## src/hw/rtl/floor_call_latch_round_robin_defines.svh

```systemverilog
// Assertion macros for the floor call latch RTL.
// Used by floor_call_latch_round_robin.sv; no other dependencies.
`ifndef FLOOR_CALL_LATCH_ROUND_ROBIN_DEFINES_SVH
`define FLOOR_CALL_LATCH_ROUND_ROBIN_DEFINES_SVH

`ifndef SYNTH
// Plain property sampled on i_clk, off during reset.
`define FCL_ASSERT(label, prop, msg) \
    label: assert property (@(posedge i_clk) disable iff (!i_rst_n) (prop)) else $error(msg);
// Same-cycle implication.
`define FCL_ASSERT_IMPL(label, ante, cons, msg) \
    label: assert property (@(posedge i_clk) disable iff (!i_rst_n) (ante) |-> (cons)) \
        else $error(msg);
`else
`define FCL_ASSERT(label, prop, msg)
`define FCL_ASSERT_IMPL(label, ante, cons, msg)
`endif

`endif

```

## src/hw/rtl/fcl_pkg.sv

```systemverilog
// Shared types, constants and helpers of the floor call latch.
// No dependencies.
package fcl_pkg;

    localparam int FLOORS_DEF = 4;
    localparam int CFG_FLOORS = 4;   // floors that have configured buttons
    localparam int LEVEL_W    = 10;
    localparam int KEY_W      = 8;
    localparam int FLOOR_W    = 3;
    localparam int FLAG_W     = 3;
    localparam int NEXT_W     = 2;
    localparam int MASK_W     = 4;
    localparam int CFG_IDX_W  = 3;
    localparam int CFG_DATA_W = 40;
    localparam int LADDER_TOL = 5;
    localparam int CMP_W      = LEVEL_W + 2;

    localparam logic [FLAG_W-1:0] FLAG_UP    = 3'b001;
    localparam logic [FLAG_W-1:0] FLAG_DOWN  = 3'b010;
    localparam logic [FLAG_W-1:0] FLAG_PANEL = 3'b100;

    localparam logic [CFG_IDX_W-1:0] CFG_UP_LEVELS    = 3'd0;
    localparam logic [CFG_IDX_W-1:0] CFG_DOWN_LEVELS  = 3'd1;
    localparam logic [CFG_IDX_W-1:0] CFG_UP_PRESENT   = 3'd2;
    localparam logic [CFG_IDX_W-1:0] CFG_DOWN_PRESENT = 3'd3;
    localparam logic [CFG_IDX_W-1:0] CFG_PANEL_KEYS   = 3'd4;

    localparam logic ACT_SAMPLE  = 1'b0;
    localparam logic ACT_REQUEST = 1'b1;

    typedef enum logic [1:0] {
        S_IDLE,
        S_RUN,
        S_FIN
    } t_state;

    // level - tol < smp < level + tol, done in unsigned arithmetic
    function automatic logic level_match(input logic [LEVEL_W-1:0] lvl,
                                         input logic [LEVEL_W-1:0] smp);
        logic [CMP_W-1:0] l;
        logic [CMP_W-1:0] s;
        l = CMP_W'(lvl);
        s = CMP_W'(smp);
        return ((s + CMP_W'(LADDER_TOL)) > l) && (s < (l + CMP_W'(LADDER_TOL)));
    endfunction

endpackage

```

## src/hw/rtl/floor_call_latch_round_robin.sv

```systemverilog
// Floor call latch with round-robin next-floor arbiter, top level.
// Depends on fcl_pkg and floor_call_latch_round_robin_defines.svh.
//
// Each item is accepted in S_IDLE, then walks the call flag memory in S_RUN
// (one read per floor, write-back in the cycle after the read), and is loaded
// into the output register in S_FIN once that register is free or being taken.
// The flag memory has a single read and a single write port, which sets the
// length of the walk. A new item is taken while the previous result still
// waits in the output register. Config writes are accepted every cycle.
`include "floor_call_latch_round_robin_defines.svh"

module floor_call_latch_round_robin #(
    parameter int FLOORS = fcl_pkg::FLOORS_DEF
) (
    input  logic        i_clk,
    input  logic        i_rst_n,
    // config write channel
    input  logic        i_cfg_valid,
    output logic        o_cfg_ready,
    input  logic [fcl_pkg::CFG_IDX_W-1:0]  i_cfg_index,
    input  logic [fcl_pkg::CFG_DATA_W-1:0] i_cfg_data,
    // input stream
    input  logic        i_s_axis_tvalid,
    output logic        o_s_axis_tready,
    input  logic [23:0] i_s_axis_tdata,   // ladder_sample[9:0], key_code[17:10],
                                          // from_floor[20:18], zero[23:21]
    input  logic        i_s_axis_tuser,   // action[0]
    // result stream
    output logic        o_m_axis_tvalid,
    input  logic        i_m_axis_tready,
    output logic [7:0]  o_m_axis_tdata    // found[0], next_floor[2:1],
                                          // pending_mask[6:3], zero[7]
);

    localparam int AW = (FLOORS > 1) ? $clog2(FLOORS) : 1;
    localparam int CW = $clog2(FLOORS + 1);
    localparam int LW = fcl_pkg::LEVEL_W;
    localparam int KW = fcl_pkg::KEY_W;
    localparam int FW = fcl_pkg::FLOOR_W;
    localparam int GW = fcl_pkg::FLAG_W;
    localparam int MW = fcl_pkg::MASK_W;
    localparam int XW = fcl_pkg::NEXT_W;
    localparam int CIW = $clog2(fcl_pkg::CFG_FLOORS);

    // configuration registers
    logic [4*LW-1:0] r_up_levels;
    logic [4*LW-1:0] r_down_levels;
    logic [MW-1:0]   r_up_present;
    logic [MW-1:0]   r_down_present;
    logic [4*KW-1:0] r_panel_keys;

    // sequencer state
    fcl_pkg::t_state r_state, n_state;
    logic            r_act;
    logic [LW-1:0]   r_sample;
    logic [KW-1:0]   r_key;
    logic [AW-1:0]   r_start;
    logic            r_clr;
    logic [AW-1:0]   r_addr, n_addr;
    logic [CW-1:0]   r_cnt, n_cnt;
    logic            r_pv;
    logic [AW-1:0]   r_pf;
    logic            r_found, n_found;
    logic [XW-1:0]   r_next, n_next;
    logic [MW-1:0]   r_mask, n_mask;

    // flag memory and its valid bits
    logic [GW-1:0]     mem [FLOORS];
    logic [FLOORS-1:0] r_vld;
    logic [GW-1:0]     r_rd_data;
    logic              r_rd_vld;

    // output register
    logic          r_o_valid;
    logic          r_o_found;
    logic [XW-1:0] r_o_next;
    logic [MW-1:0] r_o_mask;

    // control
    logic s_acc, rd_en, wr_en, o_load, last_rd;
    logic [GW-1:0] wr_data, cur, upd;
    logic [FW-1:0] pf3, in_from;
    logic          p_cfg, in_range;
    logic [CIW-1:0] pi;

    assign o_cfg_ready = 1'b1;
    assign s_acc   = i_s_axis_tvalid & o_s_axis_tready;
    assign last_rd = (r_cnt == CW'(FLOORS));

    assign in_from  = i_s_axis_tdata[20:18];
    assign in_range = in_from < FW'(FLOORS);

    // ---- next state ----
    always_comb begin
        n_state = r_state;
        case (r_state)
            fcl_pkg::S_IDLE: if (s_acc) n_state = fcl_pkg::S_RUN;
            fcl_pkg::S_RUN:  if (last_rd && r_pv) n_state = fcl_pkg::S_FIN;
            fcl_pkg::S_FIN:  if (o_load) n_state = fcl_pkg::S_IDLE;
            default:         n_state = fcl_pkg::S_IDLE;
        endcase
    end

    // ---- state outputs ----
    always_comb begin
        o_s_axis_tready = 1'b0;
        rd_en           = 1'b0;
        o_load          = 1'b0;
        case (r_state)
            fcl_pkg::S_IDLE: o_s_axis_tready = 1'b1;
            fcl_pkg::S_RUN:  rd_en = !last_rd;
            fcl_pkg::S_FIN:  o_load = !r_o_valid || i_m_axis_tready;
            default: ;
        endcase
    end

    // ---- per-floor modify ----
    always_comb begin
        pf3   = FW'(r_pf);
        p_cfg = pf3 < FW'(fcl_pkg::CFG_FLOORS);
        pi    = pf3[CIW-1:0];
        cur   = r_rd_vld ? r_rd_data : '0;
        upd   = cur;
        if (r_act == fcl_pkg::ACT_SAMPLE) begin
            if (p_cfg) begin
                if (r_key != '0 && r_key == r_panel_keys[pi*KW +: KW])
                    upd = upd | fcl_pkg::FLAG_PANEL;
                if (r_down_present[pi] &&
                    fcl_pkg::level_match(r_down_levels[pi*LW +: LW], r_sample))
                    upd = upd | fcl_pkg::FLAG_DOWN;
                else if (r_up_present[pi] &&
                         fcl_pkg::level_match(r_up_levels[pi*LW +: LW], r_sample))
                    upd = upd | fcl_pkg::FLAG_UP;
            end
            wr_en = r_pv;
        end else begin
            if (r_clr && r_pf == r_start)
                upd = '0;
            wr_en = r_pv && r_clr && r_pf == r_start;
        end
        wr_data = upd;
    end

    // ---- walk datapath ----
    always_comb begin
        n_addr  = r_addr;
        n_cnt   = r_cnt;
        n_found = r_found;
        n_next  = r_next;
        n_mask  = r_mask;
        if (s_acc) begin
            n_addr  = (i_s_axis_tuser == fcl_pkg::ACT_REQUEST && in_range) ?
                      AW'(in_from) : '0;
            n_cnt   = '0;
            n_found = 1'b0;
            n_next  = '0;
            n_mask  = '0;
        end else begin
            if (rd_en) begin
                n_addr = (r_addr == AW'(FLOORS - 1)) ? '0 : r_addr + AW'(1);
                n_cnt  = r_cnt + CW'(1);
            end
            if (r_state == fcl_pkg::S_RUN && r_pv) begin
                if (p_cfg && upd != '0)
                    n_mask[pi] = 1'b1;
                // round-robin pick: first visited floor with a call
                if (r_act == fcl_pkg::ACT_REQUEST && r_clr && !r_found && upd != '0) begin
                    n_found = 1'b1;
                    n_next  = pf3[XW-1:0];
                end
            end
        end
    end

    // ---- registers ----
    always_ff @(posedge i_clk) begin
        if (!i_rst_n) begin
            r_up_levels    <= '0;
            r_down_levels  <= '0;
            r_up_present   <= '0;
            r_down_present <= '0;
            r_panel_keys   <= '0;
            r_state        <= fcl_pkg::S_IDLE;
            r_pv           <= 1'b0;
            r_vld          <= '0;
            r_o_valid      <= 1'b0;
        end else begin
            if (i_cfg_valid && o_cfg_ready) begin
                case (i_cfg_index)
                    fcl_pkg::CFG_UP_LEVELS:    r_up_levels    <= i_cfg_data;
                    fcl_pkg::CFG_DOWN_LEVELS:  r_down_levels  <= i_cfg_data;
                    fcl_pkg::CFG_UP_PRESENT:   r_up_present   <= i_cfg_data[MW-1:0];
                    fcl_pkg::CFG_DOWN_PRESENT: r_down_present <= i_cfg_data[MW-1:0];
                    fcl_pkg::CFG_PANEL_KEYS:   r_panel_keys   <= i_cfg_data[4*KW-1:0];
                    default: ;
                endcase
            end
            r_state <= n_state;
            r_pv    <= rd_en;
            if (wr_en)
                r_vld[r_pf] <= 1'b1;
            if (o_load)
                r_o_valid <= 1'b1;
            else if (i_m_axis_tready)
                r_o_valid <= 1'b0;
        end
    end

    always_ff @(posedge i_clk) begin
        r_addr  <= n_addr;
        r_cnt   <= n_cnt;
        r_found <= n_found;
        r_next  <= n_next;
        r_mask  <= n_mask;
        r_pf    <= r_addr;
        if (s_acc) begin
            r_act    <= i_s_axis_tuser;
            r_sample <= i_s_axis_tdata[LW-1:0];
            r_key    <= i_s_axis_tdata[LW+KW-1:LW];
            r_start  <= in_range ? AW'(in_from) : '0;
            r_clr    <= (i_s_axis_tuser == fcl_pkg::ACT_REQUEST) && in_range;
        end
        if (o_load) begin
            r_o_found <= r_found;
            r_o_next  <= r_next;
            r_o_mask  <= r_mask;
        end
    end

    // flag memory, registered read
    always_ff @(posedge i_clk) begin
        if (wr_en)
            mem[r_pf] <= wr_data;
        if (rd_en) begin
            r_rd_data <= mem[r_addr];
            r_rd_vld  <= r_vld[r_addr];
        end
    end

    assign o_m_axis_tvalid = r_o_valid;
    assign o_m_axis_tdata  = {1'b0, r_o_mask, r_o_next, r_o_found};

    // ---- assertions ----
    `FCL_ASSERT_IMPL(a_no_rw_clash, rd_en && wr_en, r_addr != r_pf, "read and write hit same entry")
    `FCL_ASSERT_IMPL(a_fin_after_walk, r_state == fcl_pkg::S_FIN, r_cnt == CW'(FLOORS), "walk ended early")
    `FCL_ASSERT_IMPL(a_unconf_floor_clear, wr_en && !p_cfg, wr_data == '0, "flag set on unconfigured floor")
    `FCL_ASSERT_IMPL(a_found_pending, r_o_valid && r_o_found, r_o_mask[r_o_next], "found floor not pending")

endmodule

```

## config.mk

```make
export PLATFORM = sky130hd
export DESIGN_NAME = floor_call_latch_round_robin
export DESIGN_NICKNAME = d
export VERILOG_FILES = /design/src/hw/rtl/fcl_pkg.sv /design/src/hw/rtl/floor_call_latch_round_robin.sv
export VERILOG_INCLUDE_DIRS = /design/src /design/src/hw/rtl
export SDC_FILE = /design/constraint.sdc
export NUM_CORES = 1
export LEC_CHECK = 0
export ABC_CLOCK_PERIOD_IN_PS = 7200
export BUFFER_PORTS_ARGS = -buffer_cell sky130_fd_sc_hd__buf_2
export CAP_MARGIN = 40
export CORE_MARGIN = 2
export CORE_UTILIZATION = 40
export DETAILED_ROUTE_END_ITERATION = 6
export PLACE_DENSITY = 0.62
export SETUP_SLACK_MARGIN = 0.4
export SYNTH_ARGS = -nofsm -noshare
export SYNTH_HDL_FRONTEND = slang
export SYNTH_SLANG_ARGS = --single-unit
export TNS_END_PERCENT = 20
```

## constraint.sdc

```tcl
create_clock -name i_clk -period 7.2 [get_ports i_clk]
set_input_delay 0.72 -clock i_clk [delete_from_list [all_inputs] [get_ports i_clk]]
set_output_delay 0.72 -clock i_clk [all_outputs]
set_load 0.02 [all_outputs]
```

-- After elaboration in Yosys (flattened, before gate mapping)
Memory sizes are Yosys's and may differ from the RTL's. A register that Yosys moved wholly into a read port is not among the register bits.
Cells that the tools add are included.
- add/sub/neg operators: 5
- multiply operators: 1
- $lt $le $gt $ge: 8
- equal/unequal tests: 13
- shift operators: 3
- mux-type cells: 30
- bitwise gates (word level): 3
- reduce and logical (&&, ||, !) cells: 33
- operators with widths (operator ; number):
    variable part select 40 x 7 -> 10 bit ; 2
    adder 10 x 3 -> 11 bit (second input constant) ; 3
    variable part select 32 x 6 -> 8 bit ; 1
    less-than comparator 10 x 11 -> 1 bit ; 2
    two-way mux 2 bit ; 8
    logical AND 1 bit ; 15
    AND reduction 2 bit ; 7
    two-way mux 1 bit ; 13
    greater-than comparator 12 x 10 -> 1 bit ; 1
    two-way mux 3 bit ; 4
    greater-than comparator 11 x 10 -> 1 bit ; 1
    equality test 8 bit ; 1
    OR 4 bit ; 2
    nonzero test 8 bit ; 1
    binary-select mux 1 bit (select 2 bit) ; 3
    equality test 3 x 2 -> 1 bit (second input constant) ; 2
    equality test 3 bit (second input constant) ; 2
    less-than comparator 2 x 3 -> 1 bit (second input constant) ; 2
    != test 2 bit (second input constant) ; 3
    case mux 2 bit (3 select lines) ; 1
    multiplier 2 x 3 -> 5 bit (second input constant) ; 1
    equality test 2 bit (second input constant) ; 2
    nonzero test 2 bit ; 2
    adder 3 x 1 -> 3 bit (second input constant) ; 1
    other kinds (14) ; 16
- flip-flop bits (word level): 172
- RAM bits: 12
- input bits: 73
- output and inout bits: 11
- logic and storage cells: 121
- memories: 1
- memory list (memory ; words ; width ; rd ports ; clocked after memory_dff ; write ports ; RTL line ; RTL):
    mem ; 4 ; 3 ; 1 ; 1 ; 1 ; floor_call_latch_round_robin.sv:68 ; logic [GW-1:0] mem [FLOORS];

-- Longest topological paths before layout
Gate-level depths: netlist (run 1).
- word-level depth: 12
- depth in mapped cells: 18
- depth with buffers taken out: 14

-- Worst setup path before layout (run 1)
OpenSTA, ideal clock, no wires.
- path kind: register -> register
- from: register r_pf[0] (netlist: pi[0])
- to: register r_next[0]
- setup time: 0.175 ns
- arrival time: 3.822 ns
- data required time: 7.025 ns
- slack: 3.203 ns
- cell stages (with the launch flop): 19
- path buffers: 4
- clock period less this slack: 3.997 ns
- cell sequence: dfxtp_1 -> buf_6 -> buf_12 -> buf_8 -> buf_2 -> mux4_2 -> ha_1 -> o21ai_2 -> nor2_2 -> xnor2_1 -> ha_1 -> a21oi_1 -> o21ai_0 -> o2111ai_1 -> a32oi_2 -> o41ai_2 -> and3b_4 -> o21ai_1 -> a21oi_1
- elaborated cells on any way between the ends: 30
- those cells by class: add/sub: 2; mul: 1; order compare: 4; eq/ne: 2; shift: 3; mux: 9; reduce/logical: 9
- RTL lines (element ; RTL line ; RTL):
    from (decl) ; floor_call_latch_round_robin.sv:62 ; logic [AW-1:0] r_pf;
    from (signal assigned) ; floor_call_latch_round_robin.sv:215 ; r_pf <= r_addr;
    multiplier 2 x 3 -> 5 bit ; floor_call_latch_round_robin.sv:129 ; fcl_pkg::level_match(r_down_levels[pi*LW +: LW], r_sample))
    variable part select 40 x 7 -> 10 bit ; floor_call_latch_round_robin.sv:129 ;
    adder 10 x 3 -> 11 bit ; fcl_pkg.sv:44 ; return ((s + CMP_W'(LADDER_TOL)) > l) && (s < (l + CMP_W'(LADDER_TOL)));
    less-than comparator 10 x 11 -> 1 bit ; fcl_pkg.sv:44 ;
    logical AND 1 bit ; fcl_pkg.sv:44 ;
    logical AND 1 bit ; floor_call_latch_round_robin.sv:128 ; if (r_down_present[pi] &&
    two-way mux 2 bit ; floor_call_latch_round_robin.sv:128 ;
    two-way mux 3 bit * ; floor_call_latch_round_robin.sv:124 ; if (r_act == fcl_pkg::ACT_SAMPLE) begin
    net upd[1] ; floor_call_latch_round_robin.sv:81 ; logic [GW-1:0] wr_data, cur, upd;
    nonzero test 3 bit * ; floor_call_latch_round_robin.sv:167 ; if (r_act == fcl_pkg::ACT_REQUEST && r_clr && !r_found && upd != '0) begin
    logical AND 1 bit * ; floor_call_latch_round_robin.sv:167 ;
    AND reduction 2 bit (no line) * ; -- ;
    to (signal assigned) ; floor_call_latch_round_robin.sv:213 ; r_next <= n_next;
    to (decl) ; floor_call_latch_round_robin.sv:64 ; logic [XW-1:0] r_next, n_next;
Mark *: on every way through the listed nets, which the timed path passes. The rest lies on a longest branch. The select of a mux whose other input is x is not followed.
A chain may end at the register's enable or synchronous reset.

-- Worst setup path in the final report (run 1)
- from: register r_pf[0] (netlist: pi[0])
- to: register r_mask[0]
- cells in the longest elaborated chain, start to end: 11
- elaborated cells on any way between the ends: 35
- those cells by class: add/sub: 2; mul: 1; order compare: 6; eq/ne: 2; shift: 3; mux: 11; bitwise: 1; reduce/logical: 9
- ends and longest elaborated chain (element ; RTL line ; RTL):
    multiplier 2 x 3 -> 5 bit ; floor_call_latch_round_robin.sv:129, floor_call_latch_round_robin.sv:132 ;
    variable part select 40 x 7 -> 10 bit ; floor_call_latch_round_robin.sv:132 ; fcl_pkg::level_match(r_up_levels[pi*LW +: LW], r_sample))
    adder 10 x 3 -> 11 bit ; fcl_pkg.sv:44 ;
    less-than comparator 10 x 11 -> 1 bit ; fcl_pkg.sv:44 ;
    logical AND 1 bit ; fcl_pkg.sv:44 ;
    logical AND 1 bit ; floor_call_latch_round_robin.sv:131 ; else if (r_up_present[pi] &&
    two-way mux 1 bit ; floor_call_latch_round_robin.sv:131 ;
    two-way mux 2 bit ; floor_call_latch_round_robin.sv:128 ;
    two-way mux 3 bit ; floor_call_latch_round_robin.sv:124 ;
    nonzero test 3 bit ; floor_call_latch_round_robin.sv:164 ; if (p_cfg && upd != '0)
    AND reduction 2 bit (no line) ; -- ;
    to (signal assigned) ; floor_call_latch_round_robin.sv:214 ; r_mask <= n_mask;
    to (decl) ; floor_call_latch_round_robin.sv:65 ; logic [MW-1:0] r_mask, n_mask;
Parallel ways exist; a longest one is shown, timed or not. The select of a mux whose other input is x is not followed.

==> flow_summary_export.csv, run 1 <==
group,metric,value,unit
floorplan,coreArea,22500,sq um
sta,hold_violations,0,
worst_setup_path,startpoint_type,"flop",
clock_network,cts_tree,"done",
sta,worst_pin_slew,0.7342,ns
sta,setup_tns,0,ns
run,cap_violations,0,
place,placed_area,9733,sq um
clock_network,cts_hold_buf,0,
yosys,synthDistinctLibCells,55,
yosys,yosysSeqAreaShare,46.16,%
power_and_ir_drop,peakVddDrop,0.1563,mV
detailed_routing,routedWlPerCell,17.43,um
grt,grt_pass1_vias,6595,
place,portBuffers,78,
worst_setup_path,rr_worst_depth,14,
place,dpl.hpwl,15840,um
sta,timing.final.crit_share,60.23,%
sta,hold_slack,0.4409,ns
grt,overflow,0,
detailed_routing,vias,6705,
clock_network,clock_sinks,187,
layout,final_cell_mix,"nand2_1 (250), dfxtp_1 (139), a21boi_0 (114)",
layout,areaGrowthSynthToFinish,12.66,%
status,status,"finished clean",
worst_setup_path,reg2reg_to,"r_mask[0]$_SDFFE_PP0P_",
place,gp_congestion,0.8138,
grt,grt_pass1_wl,35750,um
clock_network,cts_root_buffer,"clkbuf_16",
grt,antenna_found_initial,0,
hold_path,hold_depth,0,
sta,fmax,230.6,MHz
clock_network,clock_path_buffers,2,
detailed_routing,drt_iter0_markers,401,
layout,diodes,0,
worst_setup_path,path_class,"reg -> reg",
worst_setup_path,ff2ff_setup_slack,2.86,ns
clock_network,clk_latency,0.44,ns
detailed_routing,vias_per_cell,5.271,
detailed_routing,ant_nets,0,
sta,setup_viol,0,
yosys,ys_ff_latch,187,
yosys,netlist_area,9129,sq um
power_and_ir_drop,power,0.002357,W
worst_setup_path,required,7.50,ns
floorplan,num_rows,55,
layout,final_area,10280,sq um
yosys,synth_ff_type,"dfxtp_1",
sta,relSlewSlack,51.05,%
layout,nets,1093,
floorplan,die-height,155.1,um
floorplan,dieArea,24050,sq um
floorplan,die_w,155.1,um
hold_path,worstHoldEndpoint,"r_o_next[0]$_DFFE_PP_",
worst_setup_path,rr_startpoint,"pi[0]$_DFF_P_",
hold_path,worstHoldStart,"r_next[0]$_SDFFE_PP0P_",
worst_setup_path,crit_path_end_kind,"flop",
sta,rsz0062_at_grt,"false",
worst_setup_path,arrival,4.64,ns
sta,maxSlewViolCount,0,
detailed_routing,drt_wl_total,22170,um
yosys,synth_edf_count,47,
layout,final_common_cell,"nand2_1",
detailed_routing,drcViolationCount,0,
clock_network,numCtsBuffers,17,
yosys,syn_inst,918,
layout,final.fill_count,2097,
clock_network,h-tree-depth,4,
grt,grt_use_total,19.27,%
floorplan,initial_core_util,40.57,%
sta,period_needed,4.337,ns
yosys,ys_warn_count,0,
floorplan,ios,84,
detailed_routing,dr.pass1.iters,5,
yosys,syn_area_per_cell,9.944,sq um
clock_network,clkTransAtPathRegs,0.07,ns
yosys,async_reset_ff_share,0,%
power_and_ir_drop,p_leak,3.653,nW
grt,grt_max_degree,78,
layout,drive_gt1_share,15.91,%
clock_network,postCtsSetupBuffers,0,
sta,skew,0.008422,ns
worst_setup_path,crit_fanout,20,
yosys,syn-num-nets,1037,
clock_network,cts_resized,0,
power_and_ir_drop,p_per_area,229.2,nW/um^2
hold_path,hold_class,"reg -> reg",
[final cells by class]
type | instances | area (sq um) | area share, %
clock inverter | 12 | 115.1 | 1.119
clock buffer | 20 | 436.7 | 4.246
inverter | 29 | 108.9 | 1.058
timing repair buffer | 90 | 500.5 | 4.866
tap | 285 | 356.6 | 3.467
sequential | 187 | 4215 | 40.99
multi-input combinational | 649 | 4552 | 44.26
[sequential cells by signal, summed over array words and instances (netlist names), 3 cells and up]
register and cells:
r_sample 10, r_up_levels 40, r_down_levels 40, r_key 8
r_cnt 3, r_up_present 4, r_rd_data 3, r_panel_keys 32
r_mask 4, r_o_mask 4, r_down_present 4, mem 12
r_vld 4
[through the flow]
| step | instances | worst slack [ns] | utilization [%] |
|---|---|---|---|
| 3_5_place_dp | 1240 | 2.846 | 43.25 |
| 3_3_place_gp | 1238 | 2.921 | 43.10 |
| 4_1_cts | 1272 | 2.824 | 45.70 |
| 2_1_floorplan | 918 | 3.203 | - |
| 5_1_grt | 1272 | 2.556 | 45.70 |
| 6_report | 1272 | 2.863 | 45.70 |
[worst max path at each step]
stage | to | slack (ns) | startpoint
4_1_cts | r_mask[1]$_SDFFE_PP0P_ | 2.82 | pi[0]$_DFF_P_
3_5_place_dp | r_mask[1]$_SDFFE_PP0P_ | 2.85 | pi[0]$_DFF_P_
3_3_place_gp | r_mask[2]$_SDFFE_PP0P_ | 2.92 | pi[0]$_DFF_P_
6_report | r_mask[0]$_SDFFE_PP0P_ | 2.86 | pi[0]$_DFF_P_
5_1_grt | r_mask[0]$_SDFFE_PP0P_ | 2.56 | pi[0]$_DFF_P_
2_1_floorplan | r_next[0]$_SDFFE_PP0P_ | 3.20 | pi[0]$_DFF_P_
[cells in the mapped netlist, types with 6 or more instances]
cell type	number	share of area (%)
a21oi_1	22	1.2
ha_1	46	6.3
inv_1	29	1.2
nand4_1	12	0.82
edfxtp_1	47	15
xnor2_1	31	3.0
mux4_2	28	6.9
nor3_1	10	0.55
a21boi_0	114	9.4
mux2i_1	9	0.99
mux4_1	6	1.7
nor2_1	19	0.78
nor2b_1	16	1.1
nand3_1	16	0.88
clkbuf_1	40	1.6
nand2_1	250	10
dfxtp_1	140	31
[cells by family (layout without fill, tap and decap cells)]
| family | Yosys count | after routing | synth area share (%) |
|---|---|---|---|
| and+or+nand+nor | 349 | 349 | 16.46 |
| buffers and inverters | 82 | 151 | 3.975 |
| xor gates and xnor gates | 36 | 36 | 3.454 |
| muxes | 43 | 43 | 9.622 |
| other | 2 | 2 | 0.08227 |
| DFF | 187 | 187 | 46.16 |
| AOI/OAI and AO/OA | 173 | 173 | 13.94 |
| adders and majority gates | 46 | 46 | 6.305 |
[critical path, stage by stage, from the launching register on]
cell,delay [ns]
dfxtp_2,0.80
mux4_2,0.67
ha_1,0.25
o21ai_2,0.22
nor2_2,0.09
xnor2_1,0.13
ha_1,0.32
a21oi_1,0.15
o21ai_0,0.11
o2111ai_1,0.23
a32oi_2,0.12
o311ai_1,0.55
nand3b_2,0.24
a41oi_1,0.26
nor2_1,0.05
[power breakdown]
group,internal (W),total [W],switching (W),leakage [nW]
registers,0.00112,0.00116,0.0000413,1.58
logic,0.000131,0.000296,0.000165,1.81
clock network,0.000482,0.000903,0.000421,0.269
total,0.00173,0.00236,0.000628,3.65
[routing by layer]
| layer | vias to the layer above | global-route usage [%] | part of all wire [%] | routed length (um) |
|---|---|---|---|---|
| met3 | 27 | 3.677 | 4.1 | 901 |
| met2 | 146 | 31.96 | 48 | 10710 |
| met1 | 3231 | 25.37 | 45 | 10070 |
| met4 | 0 | 6.481 | 2.2 | 485 |
| met5 | - | 0 | 0 | 0 |
| li1 | 3301 | - | - | - |
No activity file was read; power rests on OpenSTA's default activity.
==> run 2, diff against run 1 <==
--- a/config.mk
+++ b/config.mk
@@ -6,13 +6,14 @@
 export SDC_FILE = /design/constraint.sdc
 export NUM_CORES = 1
 export LEC_CHECK = 0
-export ABC_CLOCK_PERIOD_IN_PS = 7200
+export ABC_AREA = 1
+export ABC_CLOCK_PERIOD_IN_PS = 3600
 export BUFFER_PORTS_ARGS = -buffer_cell sky130_fd_sc_hd__buf_2
 export CAP_MARGIN = 40
 export CORE_MARGIN = 2
 export CORE_UTILIZATION = 40
 export DETAILED_ROUTE_END_ITERATION = 6
-export PLACE_DENSITY = 0.62
+export PLACE_DENSITY = 0.65
 export SETUP_SLACK_MARGIN = 0.4
 export SYNTH_ARGS = -nofsm -noshare
 export SYNTH_HDL_FRONTEND = slang
==> constraint.sdc (replaced) <==
create_clock -name i_clk -period 3.6 [get_ports i_clk]
set_input_delay 0.36 -clock i_clk [delete_from_list [all_inputs] [get_ports i_clk]]
set_output_delay 0.36 -clock i_clk [all_outputs]
set_load 0.02 [all_outputs]
==> flow_summary_export.csv, run 2 <==
group,metric,value,unit
clock_network,clk_latency,0.44,ns
clock_network,clock_path_buffers,2,
hold_path,worstHoldStart,"i_s_axis_tdata[11]",
worst_setup_path,cp_slowest_cell,"dfxtp_4",
detailed_routing,drt_wl_total,24640,um
detailed_routing,vias_per_cell,5.071,
clock_network,h-tree-depth,4,
yosys,yosysSeqAreaShare,46.04,%
grt,antenna_found_initial,1,
floorplan,dieArea,24110,sq um
layout,nets,1366,
sta,skew,0.01389,ns
clock_network,clock_sinks,187,
layout,areaGrowthSynthToFinish,17.57,%
worst_setup_path,startpoint_type,"flop",
yosys,yosysTopAreaCell,"dfxtp_1",
yosys,syn_area_per_cell,7.917,sq um
status,status,"finished clean",
layout,final_common_cell,"nor2_1",
grt,grt_use_total,21.19,%
grt,grt_pass1_vias,7565,
floorplan,initial_core_util,40.55,%
detailed_routing,drcViolationCount,0,
clock_network,cts_root_buffer,"clkbuf_16",
place,gp_congestion,0.8502,
yosys,yosysMostFrequentCell,"nor2_1",
detailed_routing,vias,7840,
floorplan,ios,84,
worst_setup_path,slowest_delay,0.40,ns
sta,period_needed,3.365,ns
place,portBuffers,78,
sta,worst_pin_slew,0.9449,ns
sta,hold_slack,0.09405,ns
detailed_routing,ant_nets,0,
run,cap_violations,0,
detailed_routing,dr.pass1.iters,6,
worst_setup_path,crit_fanout,6,
yosys,synth_ff_type,"dfxtp_1",
sta,timing.final.crit_share,93.47,%
yosys,ys_warn_count,0,
grt,grt_max_degree,57,
yosys,ys_ff_latch,187,
layout,final_util,47.67,%
detailed_routing,routedWlPerCell,15.94,um
floorplan,die_w,155.3,um
yosys,yosys-top-cells-area,"dfxtp_1 (31%), edfxtp_1 (15%), nor2_1 (11%)",
floorplan,die-height,155.3,um
yosys,synth_top_area_share,30.62,%
sta,hold_violations,0,
clock_network,cts_hold_buf,0,
worst_setup_path,crit_top_cell,"nand2_1",
detailed_routing,drt_iter0_markers,516,
power_and_ir_drop,p_leak,4.507,nW
sta,rsz0062_at_grt,"true",
yosys,netlist_area,9153,sq um
yosys,synthDistinctLibCells,48,
floorplan,num_rows,55,
layout,drive_gt1_share,17.46,%
clock_network,numCtsBuffers,17,
grt,grt_pass1_wl,39590,um
hold_path,hold_depth,1,
worst_setup_path,crit_path_end_kind,"flop",
clock_network,cts_tree,"done",
hold_path,hold_class,"in -> reg",
layout,final_cell_mix,"nor2_1 (265), nand2_1 (140), dfxtp_1 (138)",
yosys,ys_top_cells_by_count,"nor2_1 (266), nand2_1 (146), dfxtp_1 (140)",
worst_setup_path,arrival,3.56,ns
sta,maxSlewViolCount,0,
sta,fmax,297.2,MHz
sta,setup_viol,0,
place,dpl.hpwl,17670,um
sta,relSlewSlack,36.52,%
worst_setup_path,reg2reg_to,"mem[0][0]$_DFFE_PP_",
floorplan,coreArea,22570,sq um
worst_setup_path,path_class,"reg -> reg",
grt,overflow,0,
hold_path,worstHoldEndpoint,"r_key[1]$_DFFE_PP_",
yosys,syn_inst,1156,
layout,top_regs,"r_down_levels x40, r_up_levels x40, r_panel_keys x32",
yosys,syn-num-nets,1275,
yosys,async_reset_ff_share,0,%
worst_setup_path,ff2ff_setup_slack,0.24,ns
clock_network,clkTransAtPathRegs,0.07,ns
power_and_ir_drop,p_per_area,491.7,nW/um^2
worst_setup_path,rr_worst_depth,26,
worst_setup_path,required,3.79,ns
power_and_ir_drop,peakVddDrop,0.2116,mV
yosys,synth_edf_count,47,
worst_setup_path,rr_startpoint,"pi[1]$_DFF_P_",
## run 2: changes by cell type after synthesis, moves of 25 or more
cell / before / now
nor2_1: 19 / 266
o21ai_0: 4 / 138
nand2_1: 250 / 146
a21boi_0: 114 / 0
inv_1: 29 / 103
mux4_2: 28 / 0
xnor2_1: 31 / 6
a21oi_1: 22 / 62
## run 2: layer usage
metal / up-vias / track usage [%] / wire, um
met5: - / 0 / 0
met4: 0 / 7.864 / 571
met3: 32 / 4.123 / 1206
met2: 180 / 35.41 / 11630
met1: 3661 / 27.30 / 11240
li1: 3967 / - / -
## run 2: area by class of cell
cell class                 count  area, sq um
antenna                        1        2.502
clock buffer                  19        454.2
clock inverter                13        142.6
fill                        2182        11810
inverter                     112        446.7
multi-input combinational    808         4332
sequential                   187         4219
tap                          285        356.6
timing repair buffer         121        807.0
## run 2: worst max path at each step
stage,from,cells after the start,to
after floorplan,pi[1]$_DFF_P_,34,r_next[0]$_SDFFE_PP0P_
after global placement,pi[1]$_DFF_P_,30,r_next[0]$_SDFFE_PP0P_
after detailed placement,pi[1]$_DFF_P_,30,r_next[1]$_SDFFE_PP0P_
after CTS,pi[1]$_DFF_P_,29,r_next[1]$_SDFFE_PP0P_
after global routing,pi[1]$_DFF_P_,26,r_next[0]$_SDFFE_PP0P_
final,pi[1]$_DFF_P_,26,mem[0][0]$_DFFE_PP_
## run 2: timing repair
item                       4_1_cts  5_1_grt
setup buffers                   18        2
cloned                           1        0
pin swaps                       27        8
hold endpoints to repair         0        0
setup endpoints to repair       15       15
resized for setup               22        9
## run 2: power by group
group / total (W) / switching (W) / internal [W] / leakage [nW]
sequential: 0.00235 / 0.0000818 / 0.00227 / 1.58
clock: 0.00191 / 0.000937 / 0.000977 / 0.295
combinational: 0.00103 / 0.000634 / 0.000392 / 2.63
total: 0.00529 / 0.00165 / 0.00364 / 4.51
## run 2: stage by stage
| step | instances | power [W] | cell area [sq um] | TNS, ns | setup WS (ns) |
|---|---|---|---|---|---|
| after CTS | 1543 | 0.005310 | 10720 | 0 | 0.3046 |
| final | 1546 | 0.005291 | 10760 | 0 | 0.2351 |
| after global routing | 1545 | 0.005531 | 10760 | -0.07416 | -0.04213 |
| after floorplan | 1156 | 0.003030 | 9196 | 0 | 0.3573 |
| after detailed placement | 1492 | 0.003319 | 9871 | -0.2699 | -0.09653 |
| after global placement | 1491 | 0.003295 | 9843 | 0 | 0.02729 |
## run 2: cell families (layout without fill, tap and decap cells)
logic type	count (synthesis)	after routing	synth area share, %
AO/OA/AOI/OAI	242	242	14.64
XOR/XNOR	24	24	2.297
adder cells (fa/ha/maj)	46	46	6.288
buffers and inverters	161	265	7.669
flip-flops	187	187	46.04
other	2	3	0.08205
AND/OR/NAND/NOR	494	494	22.98
## run 2: critical path: cells and delay by family (launching register included)
kind	cells	cell delay, ns
flops	1	0.40
xor+xnor	1	0.17
buf+inv	6	0.57
compound gates	2	0.30
simple gates	15	1.17
fa+ha+maj	2	0.50
==> run 3, diff against run 2 <==
--- a/config.mk
+++ b/config.mk
@@ -12,8 +12,9 @@
 export CAP_MARGIN = 40
 export CORE_MARGIN = 2
 export CORE_UTILIZATION = 40
+export CTS_BUF_LIST = sky130_fd_sc_hd__clkbuf_16
 export DETAILED_ROUTE_END_ITERATION = 6
-export PLACE_DENSITY = 0.65
+export PLACE_DENSITY = 0.59
 export SETUP_SLACK_MARGIN = 0.4
 export SYNTH_ARGS = -nofsm -noshare
 export SYNTH_HDL_FRONTEND = slang
==> flow_summary_export.csv, run 3 (synthesis results as in run 2) <==
group,metric,value,unit
layout,stdcell_count,1547,
power_and_ir_drop,combinationalPowerShare,19.6,%
power_and_ir_drop,peakVddDrop,0.3569,mV
layout,diodes,0,
sta,hold_violations,0,
power_and_ir_drop,p_leak,4.520,nW
sta,period_needed,3.463,ns
worst_setup_path,startpoint_type,"flop",
floorplan,die-height,155.3,um
sta,worst_slack,0.1366,ns
power_and_ir_drop,switching_share,29.95,%
worst_setup_path,crit_top_cell,"nand2_1",
layout,multi_input_area,4357,sq um
place,place_ws,-0.006180,ns
hold_path,worstHoldStart,"i_s_axis_tdata[13]",
grt,grt_max_degree,126,
layout,final_cell_mix,"nor2_1 (264), nand2_1 (140), o21ai_0 (138), dfxtp_1 (138), inv_1 (100)",
detailed_routing,drt_iter0_markers,573,
clock_network,h-tree-depth,4,
sta,rsz0062_at_grt,"true",
sta,fmax,288.7,MHz
place,placed_area,9938,sq um
sta,relSlewSlack,36.65,%
floorplan,coreArea,22570,sq um
sta,maxSlewViolCount,0,
worst_setup_path,ff2ff_setup_slack,0.14,ns
worst_setup_path,path_class,"reg -> reg",
power_and_ir_drop,clkPwrFrac,35.3,%
detailed_routing,vias_per_cell,5.004,
place,portBuffers,78,
clock_network,clock_sinks,187,
run,cap_violations,0,
floorplan,num_rows,55,
power_and_ir_drop,power,0.005221,W
layout,final-seq-area,4219,sq um
clock_network,cts_root_buffer,"clkbuf_16",
detailed_routing,ant_nets,0,
clock_network,clkTransAtPathRegs,0.07,ns
detailed_routing,drcViolationCount,0,
worst_setup_path,reg2reg_to,"r_next[0]$_SDFFE_PP0P_",
grt,use_met1,29.15,%
grt,grt_pass1_vias,7308,
worst_setup_path,crit_fanout,7,
floorplan,dieArea,24110,sq um
power_and_ir_drop,p_per_area,484.9,nW/um^2
power_and_ir_drop,p_int,0.003657,W
detailed_routing,routedWlPerCell,15.99,um
grt,grt_use_total,21.10,%
worst_setup_path,cp_slowest_cell,"dfxtp_4",
grt,groute.layer.met3.usage,3.538,%
sta,worst_pin_slew,0.9430,ns
power_and_ir_drop,netSwitchingPower,0.001564,W
layout,final_common_cell,"nor2_1",
layout,top_regs,"r_down_levels x40, r_up_levels x40, r_panel_keys x32",
clock_network,cts_hold_buf,0,
clock_network,clk_latency,0.44,ns
worst_setup_path,crit_path_end_kind,"flop",
status,status,"finished clean",
worst_setup_path,rr_worst_depth,29,
clock_network,cts_tree,"done",
sta,setup_viol,0,
layout,final_area,10770,sq um
hold_path,hold_depth,1,
grt,grt_pass1_wl,39170,um
floorplan,ios,84,
sta,setup_tns,0,ns
worst_setup_path,slowest_delay,0.44,ns
grt,antenna_found_initial,0,
clock_network,clock_path_buffers,2,
place,dp_cells,1501,
detailed_routing,dr.pass1.iters,4,
sta,skew,0.008767,ns
grt,overflow,0,
place,gp_congestion,0.8483,
power_and_ir_drop,power_frac_seq,45.0,%
grt,grt_use_met2,34.26,%
layout,nets,1368,
worst_setup_path,required,3.93,ns
detailed_routing,drt_wl_total,24740,um
worst_setup_path,arrival,3.80,ns
sta,timing.final.crit_share,96.21,%
clock_network,numCtsBuffers,17,
place,dpl.hpwl,17780,um
hold_path,hold_class,"in -> reg",
layout,drive_gt1_share,17.59,%
detailed_routing,vias,7741,
layout,areaGrowthSynthToFinish,17.65,%
floorplan,initial_core_util,40.55,%
layout,final.fill_count,2258,
grt,grt.busiest_layer,"met2",
floorplan,die_w,155.3,um
worst_setup_path,rr_startpoint,"pi[1]$_DFF_P_",
hold_path,worstHoldEndpoint,"r_key[3]$_DFFE_PP_",
[run 3: cell count changes in the layout (fill, tap and decap cells not counted), moves of 2 or more]
cell      delta
clkinv_8     -2
clkinv_2     +2
a22oi_1      -2
inv_6        -2
inv_1        +3
inv_8        -4
a22oi_2      +2
buf_6        +2
clkinv_4     +2
[run 3: final cells by class]
| cell class | count | share of cell area [%] |
|---|---|---|
| inverter | 112 | 4.125 |
| multi-input combinational | 808 | 40.46 |
| sequential | 187 | 39.18 |
| timing repair buffer | 123 | 7.657 |
| clock inverter | 14 | 1.081 |
| clock buffer | 18 | 4.183 |
| tap | 285 | 3.312 |
[run 3: worst max path at each step]
stage	start	endpoint	slack [ns]	depth (start not counted)
3_3_place_gp	pi[1]$_DFF_P_	r_next[0]$_SDFFE_PP0P_	0.04	30
6_report	pi[1]$_DFF_P_	r_next[0]$_SDFFE_PP0P_	0.14	29
3_5_place_dp	pi[1]$_DFF_P_	r_next[0]$_SDFFE_PP0P_	-0.006	30
4_1_cts	pi[1]$_DFF_P_	r_next[1]$_SDFFE_PP0P_	0.20	30
5_1_grt	pi[1]$_DFF_P_	r_next[0]$_SDFFE_PP0P_	-0.11	29
2_1_floorplan	pi[1]$_DFF_P_	r_next[0]$_SDFFE_PP0P_	0.36	34
[run 3: layer usage]
metal	up-vias	wire, um	share of wire (%)
met4	0	428	1.7
met5	-	0	0
met2	136	11530	47
met1	3594	11890	48
li1	3980	-	-
met3	31	888	3.6
[run 3: power by group through the flow]
stage | clock network (W) | registers (W) | logic (W)
after floorplan | 0 | 0.00236 | 0.000668
after global placement | 0 | 0.00240 | 0.000916
after detailed placement | 0 | 0.00240 | 0.000932
after CTS | 0.00188 | 0.00235 | 0.000998
after global routing | 0.00195 | 0.00236 | 0.00115
final | 0.00185 | 0.00235 | 0.00102
[run 3: critical path, delay by kind of cell (launching register included)]
family	cells	cell delay [ns]
xor+xnor	1	0.15
fa+ha+maj	2	0.47
simple gates	19	1.46
buf+inv	4	0.27
compound gates	3	0.56
flops	1	0.44
[run 3: what timing repair did]
| item | in CTS | in global routing |
|---|---|---|
| setup endpoints to repair | 15 | 15 |
| pin swaps | 23 | 8 |
| setup buffers | 9 | 5 |
| gates resized for setup | 21 | 14 |
[run 3: per-stage QoR]
stage,hold slack [ns],util [%]
after floorplan,0.3746,-
after global placement,0.4250,43.91
after detailed placement,0.4272,44.03
after CTS,0.07449,47.30
after global routing,0.07531,47.71
final,0.08930,47.71
